==> src/design/jsu_pkg.sv <==
package jsu_pkg;

	// most bytes one input item can cause
	localparam int MaxBytes = 4;

	// result bytes of one item, slot 0 goes out first
	typedef struct packed {
		logic [MaxBytes-1:0][7:0] bytes;
		logic [1:0]               last;   // index of the final valid slot
	} job_t;

endpackage

==> src/design/json_string_unescape_utf8.sv <==
// channel   dir  handshake              payload
// in        in   in_valid / in_stall    in_byte[7:0], end_of_string
// out       out  out_valid / out_stall  out_byte[7:0], run_last
//
// input takes one byte a cycle; each item yields zero to four output bytes
// output gives one byte a cycle, so a long run of multi-byte results is bounded by the out side
// a queue of 2**QUEUE_DEPTH_LOG2 result groups sits between the decoder and the byte serializer
// in_stall rises only while that queue is full; out_stall holds the current byte
// arst_n clears the decoder to plain mode and empties the queue
module json_string_unescape_utf8 #(
	parameter int QUEUE_DEPTH_LOG2 = 2
) (
	input  logic       clk,
	input  logic       arst_n,
	input  logic       in_valid,
	output logic       in_stall,
	input  logic [7:0] in_byte,
	input  logic       end_of_string,
	output logic       out_valid,
	input  logic       out_stall,
	output logic [7:0] out_byte,
	output logic       run_last
);

	logic          accept;
	logic          push;
	logic          pop;
	logic          full;
	logic          empty;
	jsu_pkg::job_t push_job;
	jsu_pkg::job_t pop_job;

	assign in_stall = full;
	assign accept   = in_valid && !full;

	jsu_front u_front (
		.clk           (clk),
		.arst_n        (arst_n),
		.accept        (accept),
		.in_byte       (in_byte),
		.end_of_string (end_of_string),
		.push          (push),
		.push_job      (push_job)
	);

	jsu_queue #(
		.DEPTH_LOG2 (QUEUE_DEPTH_LOG2)
	) u_queue (
		.clk      (clk),
		.arst_n   (arst_n),
		.push     (push),
		.push_job (push_job),
		.pop      (pop),
		.pop_job  (pop_job),
		.full     (full),
		.empty    (empty)
	);

	jsu_back u_back (
		.clk       (clk),
		.arst_n    (arst_n),
		.empty     (empty),
		.pop_job   (pop_job),
		.pop       (pop),
		.out_valid (out_valid),
		.out_stall (out_stall),
		.out_byte  (out_byte),
		.run_last  (run_last)
	);

endmodule

==> src/design/jsu_front.sv <==
module jsu_front (
	input  logic          clk,
	input  logic          arst_n,
	input  logic          accept,
	input  logic [7:0]    in_byte,
	input  logic          end_of_string,
	output logic          push,
	output jsu_pkg::job_t push_job
);

	localparam logic [2:0] MODE_PLAIN   = 3'd0;
	localparam logic [2:0] MODE_ESC     = 3'd1;
	localparam logic [2:0] MODE_HEX1    = 3'd2;
	localparam logic [2:0] MODE_HIGH    = 3'd3;
	localparam logic [2:0] MODE_HIGH_BS = 3'd4;
	localparam logic [2:0] MODE_HEX2    = 3'd5;

	localparam logic [7:0] CH_BSLASH = 8'h5C;
	localparam logic [7:0] CH_QUOTE  = 8'h22;
	localparam logic [7:0] CH_SLASH  = 8'h2F;
	localparam logic [7:0] CH_U      = 8'h75;
	localparam logic [7:0] CH_N      = 8'h6E;
	localparam logic [7:0] CH_T      = 8'h74;
	localparam logic [7:0] CH_R      = 8'h72;
	localparam logic [7:0] CH_B      = 8'h62;
	localparam logic [7:0] CH_F      = 8'h66;
	localparam logic [7:0] CH_QMARK  = 8'h3F;
	localparam logic [7:0] CH_A_UP   = 8'h41;

	logic [2:0]  mode_q, mode_d;
	logic [1:0]  hex_cnt_q, hex_cnt_d;
	logic [15:0] accum_q, accum_d;
	logic [15:0] high_q, high_d;

	logic [3:0]  nib;
	logic [15:0] acc_next;
	logic [20:0] pair_cp;
	logic [3:0][7:0] ob;
	logic [2:0]  n;
	logic [2:0]  n_m1;

	// letters at or above 'A' are folded to upper case and shifted down by seven
	assign nib      = (in_byte >= CH_A_UP) ? (in_byte[3:0] - 4'd7) : in_byte[3:0];
	assign acc_next = {accum_q[11:0], nib};
	assign pair_cp  = {({1'b0, high_q[9:6]} + 5'd1), high_q[5:0], acc_next[9:0]};

	always_comb begin
		mode_d    = mode_q;
		hex_cnt_d = hex_cnt_q;
		accum_d   = accum_q;
		high_d    = high_q;
		ob        = '0;
		n         = 3'd0;

		case (mode_q)
			MODE_ESC, MODE_HIGH_BS: begin
				if (mode_q == MODE_HIGH_BS && in_byte == CH_U) begin
					mode_d    = MODE_HEX2;
					hex_cnt_d = 2'd0;
					accum_d   = '0;
				end else begin
					if (mode_q == MODE_HIGH_BS) begin
						ob[n[1:0]] = CH_QMARK;
						n = n + 3'd1;
					end
					mode_d = MODE_PLAIN;
					case (in_byte)
						CH_N: begin ob[n[1:0]] = 8'h0A; n = n + 3'd1; end
						CH_T: begin ob[n[1:0]] = 8'h09; n = n + 3'd1; end
						CH_R: begin ob[n[1:0]] = 8'h0D; n = n + 3'd1; end
						CH_B: begin ob[n[1:0]] = 8'h08; n = n + 3'd1; end
						CH_F: begin ob[n[1:0]] = 8'h0C; n = n + 3'd1; end
						CH_BSLASH, CH_QUOTE, CH_SLASH: begin
							ob[n[1:0]] = in_byte;
							n = n + 3'd1;
						end
						CH_U: begin
							mode_d    = MODE_HEX1;
							hex_cnt_d = 2'd0;
							accum_d   = '0;
						end
						default: begin
							// unknown escape drops out silently
						end
					endcase
				end
			end
			MODE_HEX1: begin
				accum_d = acc_next;
				if (hex_cnt_q == 2'd3) begin
					hex_cnt_d = 2'd0;
					if (acc_next[15:10] == 6'b110110) begin
						high_d = acc_next;
						mode_d = MODE_HIGH;
					end else begin
						mode_d = MODE_PLAIN;
						if (acc_next < 16'h0080) begin
							ob[0] = acc_next[7:0];
							n = 3'd1;
						end else if (acc_next < 16'h0800) begin
							ob[0] = {3'b110, acc_next[10:6]};
							ob[1] = {2'b10, acc_next[5:0]};
							n = 3'd2;
						end else begin
							ob[0] = {4'b1110, acc_next[15:12]};
							ob[1] = {2'b10, acc_next[11:6]};
							ob[2] = {2'b10, acc_next[5:0]};
							n = 3'd3;
						end
					end
				end else begin
					hex_cnt_d = hex_cnt_q + 2'd1;
				end
			end
			MODE_HIGH: begin
				if (in_byte == CH_BSLASH) begin
					mode_d = MODE_HIGH_BS;
				end else begin
					// unpaired high half, then the byte passes as plain
					ob[0] = CH_QMARK;
					ob[1] = in_byte;
					n = 3'd2;
					mode_d = MODE_PLAIN;
				end
			end
			MODE_HEX2: begin
				accum_d = acc_next;
				if (hex_cnt_q == 2'd3) begin
					hex_cnt_d = 2'd0;
					mode_d = MODE_PLAIN;
					ob[0] = {5'b11110, pair_cp[20:18]};
					ob[1] = {2'b10, pair_cp[17:12]};
					ob[2] = {2'b10, pair_cp[11:6]};
					ob[3] = {2'b10, pair_cp[5:0]};
					n = 3'd4;
				end else begin
					hex_cnt_d = hex_cnt_q + 2'd1;
				end
			end
			default: begin
				if (in_byte == CH_BSLASH) begin
					mode_d = MODE_ESC;
				end else begin
					mode_d = MODE_PLAIN;
					ob[0] = in_byte;
					n = 3'd1;
				end
			end
		endcase

		if (end_of_string) begin
			if (mode_d == MODE_HIGH || mode_d == MODE_HIGH_BS || mode_d == MODE_HEX2) begin
				ob[n[1:0]] = CH_QMARK;
				n = n + 3'd1;
			end
			mode_d    = MODE_PLAIN;
			hex_cnt_d = 2'd0;
			accum_d   = '0;
			high_d    = '0;
		end

		n_m1 = n - 3'd1;
	end

	assign push           = accept && (n != 3'd0);
	assign push_job.bytes = ob;
	assign push_job.last  = n_m1[1:0];

	always_ff @(posedge clk or negedge arst_n) begin
		if (!arst_n) begin
			mode_q    <= MODE_PLAIN;
			hex_cnt_q <= 2'd0;
			accum_q   <= '0;
			high_q    <= '0;
		end else if (accept) begin
			mode_q    <= mode_d;
			hex_cnt_q <= hex_cnt_d;
			accum_q   <= accum_d;
			high_q    <= high_d;
		end
	end

	// string end always leaves the decoder fresh
	assert property (@(posedge clk) disable iff (!arst_n)
		accept && end_of_string |=> mode_q == MODE_PLAIN && hex_cnt_q == 2'd0)
		else $error("decoder state not cleared after string end");

	// digit count only moves inside a hex run
	assert property (@(posedge clk) disable iff (!arst_n)
		hex_cnt_q != 2'd0 |-> mode_q == MODE_HEX1 || mode_q == MODE_HEX2)
		else $error("hex digit count outside hex mode");

	// four bytes only come from a completed surrogate pair
	assert property (@(posedge clk) disable iff (!arst_n)
		push && push_job.last == 2'd3 |-> mode_q == MODE_HEX2 && hex_cnt_q == 2'd3)
		else $error("four byte burst outside surrogate pair");

endmodule

==> src/design/jsu_queue.sv <==
module jsu_queue #(
	parameter int DEPTH_LOG2 = 2
) (
	input  logic          clk,
	input  logic          arst_n,
	input  logic          push,
	input  jsu_pkg::job_t push_job,
	input  logic          pop,
	output jsu_pkg::job_t pop_job,
	output logic          full,
	output logic          empty
);

	localparam int Depth = 1 << DEPTH_LOG2;

	jsu_pkg::job_t         mem_q [Depth];
	logic [DEPTH_LOG2-1:0] wr_ptr_q;
	logic [DEPTH_LOG2-1:0] rd_ptr_q;
	logic [DEPTH_LOG2:0]   count_q;

	assign full    = count_q == (DEPTH_LOG2 + 1)'(Depth);
	assign empty   = count_q == '0;
	assign pop_job = mem_q[rd_ptr_q];

	always_ff @(posedge clk) begin
		if (push) begin
			mem_q[wr_ptr_q] <= push_job;
		end
	end

	always_ff @(posedge clk or negedge arst_n) begin
		if (!arst_n) begin
			wr_ptr_q <= '0;
			rd_ptr_q <= '0;
			count_q  <= '0;
		end else begin
			if (push) begin
				wr_ptr_q <= wr_ptr_q + 1'b1;
			end
			if (pop) begin
				rd_ptr_q <= rd_ptr_q + 1'b1;
			end
			case ({push, pop})
				2'b10:   count_q <= count_q + 1'b1;
				2'b01:   count_q <= count_q - 1'b1;
				default: count_q <= count_q;
			endcase
		end
	end

	assert property (@(posedge clk) disable iff (!arst_n) push |-> !full)
		else $error("write into full queue");

	assert property (@(posedge clk) disable iff (!arst_n) pop |-> !empty)
		else $error("read from empty queue");

	assert property (@(posedge clk) disable iff (!arst_n)
		count_q <= (DEPTH_LOG2 + 1)'(Depth))
		else $error("queue count beyond depth");

endmodule

==> src/design/jsu_back.sv <==
module jsu_back (
	input  logic          clk,
	input  logic          arst_n,
	input  logic          empty,
	input  jsu_pkg::job_t pop_job,
	output logic          pop,
	output logic          out_valid,
	input  logic          out_stall,
	output logic [7:0]    out_byte,
	output logic          run_last
);

	logic [jsu_pkg::MaxBytes-1:0][7:0] bytes_q;
	logic [1:0] rem_q;
	logic       valid_q;
	logic       take;

	assign take = valid_q && !out_stall;
	// next item loads as the last byte of the current one leaves
	assign pop  = !empty && (!valid_q || (take && rem_q == 2'd0));

	always_ff @(posedge clk) begin
		if (pop) begin
			bytes_q <= pop_job.bytes;
		end else if (take) begin
			bytes_q <= {8'h00, bytes_q[jsu_pkg::MaxBytes-1:1]};
		end
	end

	always_ff @(posedge clk or negedge arst_n) begin
		if (!arst_n) begin
			valid_q <= 1'b0;
			rem_q   <= 2'd0;
		end else if (pop) begin
			valid_q <= 1'b1;
			rem_q   <= pop_job.last;
		end else if (take) begin
			if (rem_q != 2'd0) begin
				rem_q <= rem_q - 2'd1;
			end else begin
				valid_q <= 1'b0;
			end
		end
	end

	assign out_valid = valid_q;
	assign out_byte  = bytes_q[0];
	assign run_last  = rem_q == 2'd0;

	assert property (@(posedge clk) disable iff (!arst_n) !valid_q |-> rem_q == 2'd0)
		else $error("bytes left with no item held");

	assert property (@(posedge clk) disable iff (!arst_n)
		take && rem_q != 2'd0 |=> valid_q && rem_q == $past(rem_q) - 2'd1)
		else $error("burst count did not step down");

	assert property (@(posedge clk) disable iff (!arst_n)
		valid_q && out_stall |=> valid_q && rem_q == $past(rem_q))
		else $error("stalled burst changed");

endmodule

==> config.mk <==
export PLATFORM = sky130hd
export DESIGN_NAME = json_string_unescape_utf8
export DESIGN_NICKNAME = d
export VERILOG_FILES = /design/src/design/jsu_pkg.sv /design/src/design/json_string_unescape_utf8.sv /design/src/design/jsu_front.sv /design/src/design/jsu_queue.sv /design/src/design/jsu_back.sv
export SDC_FILE = /design/constraint.sdc
export NUM_CORES = 1
export LEC_CHECK = 0
export BUFFER_PORTS_ARGS = -buffer_cell sky130_fd_sc_hd__buf_2
export CORE_MARGIN = 2
export CORE_UTILIZATION = 60
export CTS_CLUSTER_DIAMETER = 200
export DETAILED_ROUTE_END_ITERATION = 10
export GPL_TIMING_DRIVEN = 0
export MAX_ROUTING_LAYER = met4
export PLACE_DENSITY = 0.73
export SYNTH_ARGS = -nofsm -noshare
export SYNTH_HDL_FRONTEND = slang
export SYNTH_SLANG_ARGS = --single-unit
==> constraint.sdc <==
create_clock -name clk -period 13.4 [get_ports clk]
set_clock_uncertainty 0.2 [all_clocks]
set_input_delay 2.01 -clock clk [delete_from_list [all_inputs] [get_ports clk]]
set_output_delay 2.01 -clock clk [all_outputs]
set_load 0.02 [all_outputs]
==> Word level (Yosys, flattened, before mapping) <==
Memories as Yosys holds them, arrays and structs flattened.
Cells that the tools add are included.
{ "word_totals": {"register_bits": 69, "mem_bits_rw": 136, "input_bits": 13, "out_inout_bits": 11, "elab_cells": 182, "mem_count": 1} }
{ "op_classes": {"n_addsub": 11, "order_cmp": 7, "n_eq_ne": 24, "mux": 74, "n_bitwise": 18, "n_reduce_logical": 34} }
{ "mem_list": {"columns": ["name", "words", "width", "rd", "rd_ports_with_merged_regs", "write_ports", "line", "source"], "rows": [
  ["u_queue.mem_q", 4, 34, 1, 0, 1, "jsu_queue.sv:16", "jsu_pkg::job_t mem_q [Depth];"]
]} }
{ "ops": {"columns": ["cell", "n"], "rows": [
  ["2-to-1 mux 32 bit", 6],
  ["one-hot mux 32 bit (6 select lines)", 1],
  ["bitwise AND 6 x 24 -> 24 bit", 3],
  ["inverter 24 bit", 3],
  ["one-hot mux 8 bit (4 select lines)", 2],
  ["== test 8 x 7 -> 1 bit (second input constant)", 7],
  ["2-to-1 mux 8 bit", 7],
  ["2-to-1 mux 24 bit", 2],
  ["2-to-1 mux 3 bit", 15],
  ["2-to-1 mux 10 bit", 4],
  ["2-to-1 mux 12 bit", 3],
  ["bitwise mux 32 bit", 1],
  ["demux 8 bit (select 2 bit)", 2],
  ["2-to-1 mux 16 bit", 2],
  ["bitwise AND 7 x 28 -> 28 bit", 1],
  ["inverter 28 bit", 1],
  ["OR 2 x 8 -> 8 bit", 3],
  ["OR 24 bit", 1],
  ["one-hot mux 12 bit (2 select lines)", 1],
  ["one-hot mux 3 bit (4 select lines)", 2],
  ["one-hot mux 8 bit (3 select lines)", 1],
  ["bitwise AND 5 x 20 -> 20 bit", 1],
  ["2-to-1 mux 2 bit", 10],
  ["inverter 20 bit", 1],
  ["44 further kinds", 88]
]} }

==> Longest topological paths before layout <==
{ "logic_depth": {"depth_word": 16, "depth_mapped": 17, "mapped_depth_nobuf": 17} }

==> By module <==
From an unflattened synthesis, not the netlist that was laid out.
{ "hier_totals": {"hier_cells": 649, "hier_area_um2": 9616.7} }
{ "by_module_without_submodules": {"columns": ["mod", "instances", "cells_each", "area_per_inst_um2", "seq_area_each_um2"], "rows": [
  ["jsu_queue", 1, 215, 5357.6, 4259.1],
  ["jsu_front", 1, 333, 2635.0, 675.6],
  ["jsu_back", 1, 100, 1610.3, 1036.0],
  ["json_string_unescape_utf8", 1, 1, 13.8, 0.0]
]} }

==> Worst setup path before layout <==
No wires, ideal clock.
{ "synth_timing": {"path_type": "input port to flip-flop", "startpoint": "input in_byte[0]", "endpoint": "memory u_queue.mem_q[0][0] in the netlist's numbering, enable pin", "setup_ns": 0.425, "arrival_ns": 6.088, "required_time_ns": 12.775, "slack_ns": 6.687, "stages": 13, "path_buffers": 0, "path_cell_list": "inv_1 > ha_1 > or3b_2 > a2111oi_2 > or3b_2 > ha_1 > a221o_1 > inv_1 > ha_1 > a31oi_1 > ha_1 > a31o_2 > nor2b_1"} }
{ "synth_between": {"elab_chain_cells": 15, "elab_cells_between_ends": 42, "classes_between": "2 x add/sub; 3 x order compare; 12 x eq/ne; 19 x mux; 6 x reduce/logical"} }
{ "synth_lines": {"columns": ["element", "line", "source"], "rows": [
  ["from (decl)", "json_string_unescape_utf8.sv:17", "input logic [7:0] in_byte,"],
  [">= comparator 8 x 7 -> 1 bit / subtractor 4 x 3 -> 4 bit (equally long branches)", "jsu_front.sv:43", "assign nib = (in_byte >= CH_A_UP) ? (in_byte[3:0] - 4'd7) : in_byte[3:0];"],
  ["2-to-1 mux 4 bit", "jsu_front.sv:43", null],
  ["less-than comparator 16 x 12 -> 1 bit", "jsu_front.sv:100", "end else if (acc_next < 16'h0800) begin"],
  ["2-to-1 mux 1 bit", "jsu_front.sv:100", null],
  ["2-to-1 mux 3 bit", "jsu_front.sv:97", "if (acc_next < 16'h0080) begin"],
  ["2-to-1 mux 3 bit", "jsu_front.sv:92", "if (acc_next[15:10] == 6'b110110) begin"],
  ["2-to-1 mux 3 bit", "jsu_front.sv:90", "if (hex_cnt_q == 2'd3) begin"],
  ["one-hot mux 3 bit (4 select lines)", "jsu_front.sv:55", "case (mode_q)"],
  ["adder 3 x 1 -> 3 bit", "jsu_front.sv:154", "n = n + 3'd1;"],
  ["2-to-1 mux 3 bit", "jsu_front.sv:152", "if (mode_d == MODE_HIGH || mode_d == MODE_HIGH_BS || mode_d == MODE_HEX2) begin"],
  ["2-to-1 mux 3 bit (*)", "jsu_front.sv:151", "if (end_of_string) begin"],
  ["nonzero test 3 bit (*)", "jsu_front.sv:165", "assign push = accept && (n != 3'd0);"],
  ["logical AND 1 bit (*)", "jsu_front.sv:165", null],
  ["2-to-1 mux 1 bit (*)", "jsu_queue.sv:26", "if (push) begin"],
  ["2-to-1 mux 1 bit (not written as such) (*)", "jsu_queue.sv:27", "mem_q[wr_ptr_q] <= push_job;"],
  ["to (decl)", "jsu_queue.sv:16", null]
]} }
Every way passes the cells marked *; elsewhere a longest branch is shown, timed or not.

==> Worst setup path after layout <==
{ "layout_timing": {"startpoint": "input in_byte[0]", "endpoint": "register u_queue.count_q[1]"} }
{ "layout_between": {"elab_chain_cells": 15, "elab_cells_between_ends": 44, "classes_between": "2 x add/sub; 3 x order compare; 14 x eq/ne; 18 x mux; 7 x reduce/logical"} }
{ "layout_lines": {"columns": ["element", "line", "source"], "rows": [
  [">= comparator 8 x 7 -> 1 bit / subtractor 4 x 3 -> 4 bit (equally long branches)", "jsu_front.sv:43", null],
  ["2-to-1 mux 4 bit", "jsu_front.sv:43", null],
  ["less-than comparator 16 x 12 -> 1 bit", "jsu_front.sv:100", null],
  ["2-to-1 mux 1 bit", "jsu_front.sv:100", null],
  ["2-to-1 mux 3 bit", "jsu_front.sv:97", null],
  ["2-to-1 mux 3 bit", "jsu_front.sv:92", null],
  ["2-to-1 mux 3 bit", "jsu_front.sv:90", null],
  ["one-hot mux 3 bit (4 select lines)", "jsu_front.sv:55", null],
  ["adder 3 x 1 -> 3 bit", "jsu_front.sv:154", null],
  ["2-to-1 mux 3 bit", "jsu_front.sv:152", null],
  ["2-to-1 mux 3 bit (*)", "jsu_front.sv:151", null],
  ["nonzero test 3 bit (*)", "jsu_front.sv:165", null],
  ["logical AND 1 bit (*)", "jsu_front.sv:165", null],
  ["== test 2 x 1 -> 1 bit / == test 2 bit (equally long branches)", "jsu_queue.sv:43", "case ({push, pop})"],
  ["one-hot mux 3 bit (2 select lines) / nonzero test 2 bit (equally long branches)", null, null],
  ["to (signal assigned)", "jsu_queue.sv:44", "2'b10: count_q <= count_q + 1'b1;"],
  ["to (signal assigned)", "jsu_queue.sv:45", "2'b01: count_q <= count_q - 1'b1;"],
  ["to (signal assigned)", "jsu_queue.sv:46", "default: count_q <= count_q;"],
  ["to (decl)", "jsu_queue.sv:19", "logic [DEPTH_LOG2:0] count_q;"]
]} }
Marks and branches as above.
A chain may end at the register's enable or synchronous reset.

==> metrics.sh <==
HPWL_UM=14000
POWER-PER-CELL-AREA_nW_PER_UM2=189
PEAKVDDDROP_uV=115
DRTANTENNAVIOLNETS=0
LEAKAGE_POWER_nW=3.64
WORSTPATHBUFFERINVERTERCOUNT=2
CRIT_PATH_TOP_DELAY_CELL='sky130_fd_sc_hd__or3b_2'
WORST_PATH_LARGEST_CELL_DELAY_PS=490
WORST_EP_REQUIRED_TIME_PS=13520
TIMING.FMAX_GHz=0.158
GRT_PASS1_VIAS=5526
CORE_REGION_AREA_UM2=14500
WORST-SETUP-PATH-TYPE='in2reg'
SYNTH_AREA_PER_CELL_UM2=14.6
GR-USAGE-ALL-LAYERS_PCT=27.9
SYNTH-EDFF-COUNT=158
ASYNCSETRESETFLOPFRACSYNTH_PCT=19.0
CTS.SINKS=195
DESIGN.FINAL.NETS=685
CTS_RESIZED=0
CTS_HOLD_BUFFERS=0
TIGHTESTPINTRANSITION_PS=961
PORT_BUFFERS=20
AREA_GROWTH_PCT=11.2
SYNTH_SEQ_AREA_SHARE_PCT=63.5
YS.WARNINGS.COUNT=0
PERIOD_NEEDED_PS=6310
DR.PASS1.ITERS=7
DIE-AREA_UM2=15900
POSTROUTEWIRELENGTH_UM=20600
MAXIMUM_NUMBER_OF_PINS_ON_ONE_NET_BEFORE_GLOBAL_ROUTE_REPAIR=38
NUMBER_OF_VIAS_IN_THE_ROUTED_LAYOUT=5554
FINAL.SETUP.WORST_SLACK_PS=7090
GLOBAL_ROUTE_WIRE_LENGTH_BEFORE_REPAIR_UM=31700
CTS.REPORTEDPATHS.CLKPINSLEW_PS=70
END_KIND='flop'
ROUTED_VIA_DENSITY=6.52
START_UTIL_PCT=61.5
REPORT.FINAL.HOLD_VIOL_COUNT=0
POSTSYNTH.TOPFLOPCELL='sky130_fd_sc_hd__edfxtp_1'
HOLD_PATH_CLASS='reg2reg'
CRITICAL-PATH-TOP-DELAY-FAMILY='compound AO/OA/AOI/OAI gates'
ANTENNA_CELLS_INSERTED=0
DIE_HEIGHT_UM=126
SYNTH.CELL_AREA_UM2=8930
POST_ROUTE_CELLS_DRIVE_ABOVE_1_SHARE_PCT=22.8
FINALSETUPVIOLATIONS=0
MAX_SLEW_MARGIN_PCT=35.1
GRT_ANTENNA_BEFORE_REPAIR=0
CLOCK_LATENCY_PS=430
CTS_ROOT_BUF='sky130_fd_sc_hd__clkbuf_16'
CLK_PATH_BUF_DEPTH=2
CTS_POST_SETUP_BUFFERS_INSERTED=0
CRIT_PATH_MAX_FANOUT=9
DIE_WIDTH_UM=126
RSZ_0062_RAISED_AFTER_GLOBAL_ROUTING='false'
GLOBALPLACE.CONGESTION=0.954
MIN_PERIOD_OVER_PERIOD_PCT=47.1
CTS.HTREE.LEVELS=4
FLOORPLAN.ROWS=44
GR-TOTAL-OVERFLOW=0
N_FILL_CELL=974
MOST_AREA_CONSUMING_CELLS_AFTER_SYNTHESIS='sky130_fd_sc_hd__edfxtp_1, sky130_fd_sc_hd__dfrtp_1, sky130_fd_sc_hd__mux4_2'
PRE_CTS_WS_PS=6660
FINALMAXSLEWVIOLATIONS=0
LIST_OF_CELLS_TRAVERSED_BY_THE_CRITICAL_PATH='buf_2 -> inv_1 -> ha_1 -> or3b_2 -> a2111oi_2 -> or3b_2 -> ha_1 -> a221o_1 -> a21oi_1 -> ha_1 -> a31o_2 -> ha_1 -> fa_1 -> mux2_2'
SYN_NETS=642
SYNTHESIS_STAGE_REGISTER_BIT_COUNT=195
YOSYSTOPAREACELLSHARE_PCT=53.1
TRITONCTS_CLOCK_TREE='done'
OUTCOME='finished clean'
DRT_ITER0_DRC=533
CRITICAL_PATH.STARTPOINT_TYPE='input pin'
CAP_VIOL_MAX_COUNT=0
PIN_COUNT=24
NUMBER_OF_DISTINCT_LIBRARY_CELLS_AFTER_SYNTHESIS=67
YOSYSTOPAREACELL='sky130_fd_sc_hd__edfxtp_1'
POWER.TOTAL_mW=1.88
WIRE_PER_INST_UM=24.2
POSTSYNTHCELLCOUNT=612
TIMING.CRITICAL_PATH.ARRIVAL_PS=6440
DRC=0
CRIT_PATH_FREQUENT_CELL='sky130_fd_sc_hd__ha_1'
CTS_BUFFERS=17
TOTALNEGATIVESETUPSLACK_PS=0
power breakdown:
| group | leakage [nW] | total, mW | internal (mW) | switching (mW) |
|---|---|---|---|---|
| Clock | 0.283 | 0.481 | 0.256 | 0.225 |
| Combinational | 1.36 | 0.522 | 0.243 | 0.279 |
| Sequential | 1.99 | 0.876 | 0.830 | 0.0467 |
metal layers:
layer	track usage (%)	wire (um)	vias to the layer above
li1	-	-	2449
met1	37.4	8450	2819
met2	44.1	10200	242
met3	4.42	1340	44
met4	9.89	655	0
met5	-	0	-
path summary, 6_finish.rpt:
path / start / end / slack [ps] / depth (start not counted)
max: in_byte[0] / u_queue.count_q[1] / 7090 / 14
min: u_front.high_q[0] / u_front.high_q[0] / 280 / 2
max reg2reg: u_front.accum_q[5] / u_queue.count_q[1] / 9020 / 12
min reg2reg: u_front.high_q[0] / u_front.high_q[0] / 280 / 2
max in group asynchronous: arst_n / u_front.high_q[9] / 10930 / 1
min in group asynchronous: arst_n / u_queue.count_q[2] / 1500 / 1
through the flow:
step           hold WS (ps)  util (%)  std cells  cell area (um^2)
2_1_floorplan           247         -        612              8930
3_3_place_gp            261      63.7        816              9270
3_5_place_dp            268      64.5        820              9380
4_1_cts                 283      68.4        852              9940
5_1_grt                 308      68.4        852              9940
6_report                281      68.4        852              9940
area by class of cell:
cell class / count / area [um^2] / area share [%]
buffer: 43 / 221 / 2.23
inverter: 21 / 78.8 / 0.793
multi-input combinational: 353 / 3000 / 30.1
tap: 184 / 230 / 2.32
timing repair buffer: 24 / 180 / 1.81
clock buffer: 20 / 467 / 4.70
sequential: 195 / 5670 / 57.0
clock inverter: 12 / 96.3 / 0.969
cells by family (layout without fill, tap and decap cells):
logic type	Yosys count	in the layout	synth area share (%)
AND/OR/NAND/NOR	153	153	9.24
flip-flops	195	195	63.5
AO/OA/AOI/OAI	111	111	8.71
XOR/XNOR	11	11	1.08
buffers and inverters	64	120	3.36
multiplexers	60	60	11.6
adder cells (fa/ha/maj)	18	18	2.58
worst reg2reg max path, cell delays in order, from the launching register on:
cell	delay (ps)
sky130_fd_sc_hd__dfrtp_1	360
sky130_fd_sc_hd__buf_1	250
sky130_fd_sc_hd__nor4_1	820
sky130_fd_sc_hd__nand2_1	230
sky130_fd_sc_hd__a221o_1	400
sky130_fd_sc_hd__inv_1	80
sky130_fd_sc_hd__ha_1	220
sky130_fd_sc_hd__a31oi_1	220
sky130_fd_sc_hd__ha_1	180
sky130_fd_sc_hd__a31o_2	340
sky130_fd_sc_hd__ha_1	270
sky130_fd_sc_hd__fa_1	430
sky130_fd_sc_hd__mux2_2	270
synthesized netlist by cell type, types with 4 or more instances:
master and instances:
sky130_fd_sc_hd__nand3_1 16, sky130_fd_sc_hd__a21o_1 5, sky130_fd_sc_hd__nand3b_1 4, sky130_fd_sc_hd__a22o_1 14, sky130_fd_sc_hd__o21ai_0 32, sky130_fd_sc_hd__inv_1 20, sky130_fd_sc_hd__xor2_1 5, sky130_fd_sc_hd__nor2b_1 8
sky130_fd_sc_hd__clkbuf_1 19, sky130_fd_sc_hd__o311ai_0 4, sky130_fd_sc_hd__and2_1 9, sky130_fd_sc_hd__mux4_2 32, sky130_fd_sc_hd__a22oi_1 4, sky130_fd_sc_hd__nor2_1 24, sky130_fd_sc_hd__nand2b_1 12, sky130_fd_sc_hd__ha_1 16
sky130_fd_sc_hd__dfrtp_1 37, sky130_fd_sc_hd__a21oi_1 15, sky130_fd_sc_hd__nand2_1 43, sky130_fd_sc_hd__buf_1 4, sky130_fd_sc_hd__edfxtp_1 158, sky130_fd_sc_hd__buf_4 9, sky130_fd_sc_hd__buf_2 9, sky130_fd_sc_hd__xnor2_1 6
sky130_fd_sc_hd__a222oi_1 4, sky130_fd_sc_hd__o31ai_1 7, sky130_fd_sc_hd__nor3_1 9, sky130_fd_sc_hd__mux2_2 25
state kept, by name, indices dropped and copies added (netlist names):
signal / flops
u_front.high_q: 10
u_front.mode_q: 3
u_front.hex_cnt_q: 2
u_back.rem_q: 2
u_queue.mem_q: 128
u_back.out_valid: 1
u_front.accum_q: 12
u_queue.wr_ptr_q: 2
u_queue.rd_ptr_q: 2
u_back.bytes_q: 22
u_queue.count_q: 3
u_back.out_byte: 8
placed cells by master, fill, tap and decap left out, types with 12 or more instances in the layout:
cell	n
sky130_fd_sc_hd__edfxtp_1	158
sky130_fd_sc_hd__nand2_1	43
sky130_fd_sc_hd__dfrtp_1	37
sky130_fd_sc_hd__o21ai_0	32
sky130_fd_sc_hd__mux4_2	32
sky130_fd_sc_hd__buf_2	29
sky130_fd_sc_hd__mux2_2	25
sky130_fd_sc_hd__nor2_1	24
sky130_fd_sc_hd__inv_1	20
sky130_fd_sc_hd__clkbuf_1	19
sky130_fd_sc_hd__clkbuf_16	17
sky130_fd_sc_hd__nand3_1	16
sky130_fd_sc_hd__ha_1	16
sky130_fd_sc_hd__a21oi_1	15
sky130_fd_sc_hd__a22o_1	14
sky130_fd_sc_hd__nand2b_1	12
(Power assumes the default switching activity.)
